## config.mk

```make
export PLATFORM = sky130hd
export DESIGN_NAME = asr_ctrl
export DESIGN_NICKNAME = d
export VERILOG_FILES = /design/src/rtl/asr_pkg.sv /design/src/rtl/asr_ctrl.sv
export SDC_FILE = /design/constraint.sdc
export NUM_CORES = 1
export LEC_CHECK = 0
export BUFFER_PORTS_ARGS = -buffer_cell sky130_fd_sc_hd__buf_4
export CORE_UTILIZATION = 60
export DETAILED_ROUTE_END_ITERATION = 8
export GPL_TIMING_DRIVEN = 1
export PLACE_DENSITY = 0.8
export SLEW_MARGIN = 20
export SYNTH_ARGS = -nofsm -noshare
export SYNTH_HDL_FRONTEND = slang
export SYNTH_SLANG_ARGS = --single-unit
```

## constraint.sdc

```tcl
create_clock -name clock -period 3.9 [get_ports clock]
set_input_delay 0.195 -clock clock [delete_from_list [all_inputs] [get_ports clock]]
set_output_delay 0.195 -clock clock [all_outputs]
set_load 0.005 [all_outputs]
```

## src/rtl/asr_pkg.sv

```systemverilog
package asr_pkg;

   // Defaults for the top-level parameters
   localparam int unsigned RING_DEPTH_DEF  = 65536;
   localparam int unsigned SAMPLE_BITS_DEF = 24;

   // Control/status register port
   localparam int unsigned CSR_ADDR_BITS = 2;
   localparam int unsigned CSR_DATA_BITS = 17;
   localparam int unsigned LENGTH_BITS   = 17;

   localparam logic [CSR_ADDR_BITS-1:0] REG_ACTIVE = CSR_ADDR_BITS'(0);
   localparam logic [CSR_ADDR_BITS-1:0] REG_LENGTH = CSR_ADDR_BITS'(1);

   localparam logic [LENGTH_BITS-1:0] LENGTH_RESET = LENGTH_BITS'(16440);

   // Where a lane takes its output sample from
   typedef enum logic [1:0] {
      SRC_INPUT,
      SRC_RING,
      SRC_ZERO
   } asr_src_type;

   typedef struct packed {
      asr_src_type src;
      logic        looping;
   } asr_sel_type;

endpackage

```

## src/rtl/asr_ctrl.sv

```systemverilog
module asr_ctrl #(
   parameter int unsigned RING_DEPTH = asr_pkg::RING_DEPTH_DEF
) (
   input  logic                               clock,
   input  logic                               reset,
   input  logic                               csr_valid,
   input  logic [asr_pkg::CSR_ADDR_BITS-1:0] csr_addr,
   input  logic [asr_pkg::CSR_DATA_BITS-1:0] csr_data,
   input  logic                               accept,
   output logic                               wr_en,
   output logic [$clog2(RING_DEPTH)-1:0]      wr_addr,
   output logic                               rd_en,
   output logic [$clog2(RING_DEPTH)-1:0]      rd_addr,
   output asr_pkg::asr_sel_type               sel
);
   import asr_pkg::*;

   localparam int unsigned AW      = $clog2(RING_DEPTH);
   localparam int unsigned LEN_CAP = (1 << LENGTH_BITS) - 1;
   localparam int unsigned LEN_MAX = (RING_DEPTH < LEN_CAP) ? RING_DEPTH : LEN_CAP;
   localparam int unsigned LW      = $clog2(LEN_MAX + 1);
   localparam int unsigned BW      = ((AW > LW) ? AW : LW) + 1;
   localparam logic [AW-1:0] LAST  = AW'(RING_DEPTH - 1);

   // Pointer and loop state
   logic                   active_ff,    active_in;
   logic [LENGTH_BITS-1:0] length_ff,    length_in;
   logic [AW-1:0]          wp_ff,        wp_in;
   logic [AW-1:0]          rp_ff,        rp_in;
   logic                   wrapped_ff,   wrapped_in;
   logic [LW-1:0]          phase_ff,     phase_in;
   logic [LW-1:0]          count_ff,     count_in;
   logic                   replaying_ff, replaying_in;

   logic [LW-1:0] len;
   logic [LW-1:0] count_inc;
   logic [LW-1:0] phase_inc;
   logic [AW-1:0] wp_inc;
   logic [AW-1:0] rp_inc;
   logic          step;

   // (p - n) modulo ring depth, for p below the depth and n up to it
   function automatic logic [AW-1:0] ring_back(input logic [AW-1:0] p,
                                               input logic [LW-1:0] n);
      logic [BW-1:0] pw;
      logic [BW-1:0] nw;
      logic [BW-1:0] r;
      pw = BW'(p);
      nw = BW'(n);
      if (pw >= nw) begin
         r = pw - nw;
      end else begin
         r = pw + BW'(RING_DEPTH) - nw;
      end
      return r[AW-1:0];
   endfunction

   // Loop length clamped to 1..depth
   always_comb begin
      if (length_ff == '0) begin
         len = LW'(1);
      end else if (32'(length_ff) > 32'(RING_DEPTH)) begin
         len = LW'(RING_DEPTH);
      end else begin
         len = LW'(length_ff);
      end
   end

   assign step      = accept && active_ff;
   assign count_inc = count_ff + LW'(1);
   assign phase_inc = phase_ff + LW'(1);
   assign wp_inc    = (wp_ff == LAST) ? '0 : wp_ff + AW'(1);
   assign rp_inc    = (rp_ff == LAST) ? '0 : rp_ff + AW'(1);

   // Ring ports: write every active item, read the replay slot
   assign wr_en   = step;
   assign wr_addr = wp_ff;
   assign rd_addr = rp_ff;
   assign rd_en   = step && replaying_ff && (sel.src == SRC_RING);

   // Source select; a never-written slot reads as zero
   always_comb begin
      sel.looping = active_ff && replaying_ff;
      if (!sel.looping || (rp_ff == wp_ff)) begin
         sel.src = SRC_INPUT;
      end else if (wrapped_ff || (rp_ff < wp_ff)) begin
         sel.src = SRC_RING;
      end else begin
         sel.src = SRC_ZERO;
      end
   end

   // Next state: item step, then register writes
   always_comb begin
      active_in    = active_ff;
      length_in    = length_ff;
      wp_in        = wp_ff;
      rp_in        = rp_ff;
      wrapped_in   = wrapped_ff;
      phase_in     = phase_ff;
      count_in     = count_ff;
      replaying_in = replaying_ff;

      if (step) begin
         wp_in = wp_inc;
         if (wp_ff == LAST) begin
            wrapped_in = 1'b1;
         end
         if (!replaying_ff) begin
            count_in = count_inc;
            if (count_inc >= len) begin
               count_in     = '0;
               replaying_in = 1'b1;
               phase_in     = '0;
               rp_in        = ring_back(wp_ff, len);
            end
         end else begin
            phase_in = phase_inc;
            rp_in    = rp_inc;
            if (phase_inc >= len) begin
               phase_in = '0;
               rp_in    = ring_back(rp_inc, len);
            end
         end
      end

      if (csr_valid) begin
         if (csr_addr == REG_ACTIVE) begin
            active_in = csr_data[0];
            if (!csr_data[0]) begin
               replaying_in = 1'b0;
               phase_in     = '0;
               count_in     = '0;
            end
         end else if (csr_addr == REG_LENGTH) begin
            length_in = LENGTH_BITS'(csr_data);
         end
      end
   end

   always_ff @(posedge clock) begin
      if (reset) begin
         active_ff    <= 1'b0;
         length_ff    <= LENGTH_RESET;
         wp_ff        <= '0;
         rp_ff        <= '0;
         wrapped_ff   <= 1'b0;
         phase_ff     <= '0;
         count_ff     <= '0;
         replaying_ff <= 1'b0;
      end else begin
         active_ff    <= active_in;
         length_ff    <= length_in;
         wp_ff        <= wp_in;
         rp_ff        <= rp_in;
         wrapped_ff   <= wrapped_in;
         phase_ff     <= phase_in;
         count_ff     <= count_in;
         replaying_ff <= replaying_in;
      end
   end

endmodule

```

==> flow_summary_export.csv <==
group,metric,value,unit
route,first_pass_iters,5,
synthesis,synth_area_leaders,"dfxtp_1, ha_1, xnor2_1, nor2_1, nand2_1",
sta,setup_viol,0,
placed_design,gp_routability_congestion,0.921,
route,wl_per_cell,18.6,um
grt,antenna_found_initial,0,
placed_design,hpwl,16200,um
critical_path,reg2reg_to,"rd_addr[11]",
sta,maxSlewHeadroom,0.247,
clock_network,clk_pin_slew,60,ps
synthesis,syn-cell-area,6970,um^2
power,power_density,245,nW/um^2
synthesis,synthArstFlopShare,0,
layout,synthToLayoutAreaGrowth,18.3,%
grt,grt_max_degree,37,
clock_network,cts_sinks,86,
floorplanning,design.core.area,11100,um^2
synthesis,synth_seq_cells,86,
layout,layout_common_cells,"buf_4, nor2_1, nand2_1, dfxtp_1, ha_1",
clock_network,hold_buffers,0,
critical_path,cp_max_fo,6,
critical_path,end_kind,"register",
placed_design,placed_area,7770,um^2
grt,grt_use_total,0.358,
critical_path,r2r_setup_slack,150,ps
sta,final-hold-violation-count,0,
route,ant_nets,0,
critical_path,r2r-start,"phase_ff[0]",
synthesis,avgSynthCellArea,7.72,um^2
layout,layout_commonest_cell,"buf_4",
synthesis,synth_edf_count,0,
sta,setup_tns,0,ps
route,vias_per_cell,6.36,
synthesis,yosys_warnings,0,
synthesis,synthFlopType,"dfxtp_1",
critical_path,arrival,4010,ps
synthesis,synth.distinct_cells,66,
power,p_leak,3.58,nW
floorplanning,rows,38,
route,totalWireLength,21200,um
grt,grt_pass1_vias,6608,
layout,fin_nets,1099,
layout,diodes,0,
layout,post-route-cell-area,8250,um^2
sta,fmax,266,MHz
placed_design,portBuffers,59,
synthesis,synth_top_area_share,0.247,
clock_network,numCtsBuffers,9,
layout,final_cells,1135,
critical_path,worst_r2r_path_depth,18,
floorplanning,die_h,110,um
clock_network,cts_tree,"yes",
synthesis,synthCells,903,
sta,tightestPinTransition,1120,ps
job,maxCapViolations,0,
grt,grt_pass1_wl,32600,um
critical_path,worstSetupPathType,"reg2reg",
floorplanning,ioPinCount,60,
grt,grt_overflow_total,0,
synthesis,syn_nets,1012,
critical_path,startpoint,"phase_ff[0]",
sta,drv_slew,0,
layout,drive_above_1_share,0.158,
run_status,outcome,"finished clean",
critical_path,crit_end,"rd_addr[11]",
sta,min_period,3750,ps
floorplanning,die_w,110,um
synthesis,yosysSeqAreaShare,0.247,
sta,skew,6.90,ps
clock_network,insertion_delay,350,ps
route,drt_iter0_markers,661,
critical_path,start_kind,"register",
clock_network,cts_htree_levels,3,
placed_design,dp.cells,1112,
route,num_vias,7220,
sta,period_share,0.963,
clock_network,clockBufferDepth,2,
route,drc,0,
power,vdd_drop_max,0.000268,V
floorplanning,start_util,0.629,
floorplanning,die_area,12100,um^2
synthesis,yosysTopAreaCell,"dfxtp_1",
clock_network,root_buffer,"clkbuf_16",
critical_path,required,4160,ps
worst_hold_path,hold_path.class,"in2reg",
-- registers in the layout, indices dropped and copies added (netlist names) --
signal	count
active_ff	1
length_ff	17
wrapped_ff	1
phase_ff	17
count_ff	17
rd_addr	16
wr_addr	16
replaying_ff	1
-- cell families (layout without fill, tap and decap cells) --
logic type / after synthesis / in the layout / share of synthesized area
simple gates: 361 / 361 / 0.251
flops: 86 / 86 / 0.247
xor+xnor: 77 / 77 / 0.0967
compound gates: 224 / 224 / 0.205
buf+inv: 63 / 155 / 0.0355
mux: 6 / 6 / 0.00897
fa+ha+maj: 86 / 86 / 0.156
-- worst max-delay path: stages (launching register included) --
cell and delay (ps):
dfxtp_1 390, ha_1 190, and3_1 180, and3_1 230, nand3_2 200, nor2_2 170
buf_4 140, xor2_1 70, ha_1 330, o21ai_0 100, a21oi_1 150, o21ai_0 120
a211oi_2 400, buf_4 180, nor2_1 50, buf_4 190, nor3_1 220, a211oi_1 100
o31ai_1 260
-- layout make-up --
cell class	instances	area, um^2
Multi-Input combinational cell	754	5120
Fill cell	874	2830
Sequential cell	86	1720
Timing Repair Buffer	105	792
Clock buffer	12	256
Tap cell	140	175
Inverter	34	128
Clock inverter	4	55.1
-- repair_timing --
item / in CTS / in global routing
endpoints found under the setup margin: 1 / 50
gates resized for setup: 1 / 23
buffers inserted: 0 / 7
pin swaps: 0 / 4
-- per-stage QoR --
| step | util | total power [mW] | setup WS (ps) | hold WS (ps) |
|---|---|---|---|---|
| floorplan | - | 1.05 | 353 | 319 |
| CTS | 0.729 | 2.01 | 47.0 | 55.1 |
| finish | 0.745 | 2.02 | 145 | 58.6 |
| detailed placement | 0.701 | 1.12 | 39.0 | 413 |
| global route | 0.745 | 2.08 | -46.7 | 64.0 |
| global placement | 0.701 | 1.12 | 63.3 | 412 |
-- worst min-delay path by stage --
| stage | from | to | slack [ps] | depth (start not counted) |
|---|---|---|---|---|
| floorplan | csr_data[14] | length_ff[14] | 320 | 2 |
| CTS | csr_data[4] | length_ff[4] | 60 | 3 |
| finish | csr_data[4] | length_ff[4] | 60 | 3 |
| detailed placement | csr_data[4] | length_ff[4] | 410 | 3 |
| global placement | csr_data[3] | length_ff[3] | 410 | 3 |
| global route | csr_data[4] | length_ff[4] | 60 | 3 |
-- Yosys cell counts (all sizes together), types with 3 or more instances --
| cell | count |
|---|---|
| nor2 | 101 |
| nand2 | 94 |
| dfxtp | 86 |
| ha | 84 |
| a21oi | 68 |
| o21ai | 47 |
| xnor2 | 47 |
| nand3 | 40 |
| inv | 31 |
| xor2 | 30 |
| nor3 | 26 |
| a22oi | 23 |
| and3 | 19 |
| clkbuf | 19 |
| a21o | 16 |
| nor2b | 16 |
| nand4 | 14 |
| a211oi | 12 |
| o21a | 12 |
| nand3b | 11 |
| buf | 10 |
| nor4 | 9 |
| o31ai | 8 |
| nand2b | 7 |
| and2 | 6 |
| or2 | 5 |
| or3 | 5 |
| a31oi | 4 |
| mux2i | 4 |
| o211ai | 4 |
| o21bai | 4 |
| o22ai | 4 |
| a2111oi | 3 |
| a211o | 3 |
| clkinv | 3 |
| nor3b | 3 |
| o221ai | 3 |
-- where the power goes --
part | switching (mW) | internal [mW]
Sequential | 0.00964 | 0.887
Clock | 0.371 | 0.534
Combinational | 0.132 | 0.0866
-- per-layer routing --
| layer | vias to the layer above | part of all wire | global-route usage |
|---|---|---|---|
| li1 | 3431 | - | - |
| met1 | 3450 | 0.42 | 0.452 |
| met2 | 282 | 0.47 | 0.596 |
| met3 | 57 | 0.074 | 0.0616 |
| met4 | 0 | 0.033 | 0.157 |
| met5 | - | 0 | 0 |
(Power assumes the default switching activity.)
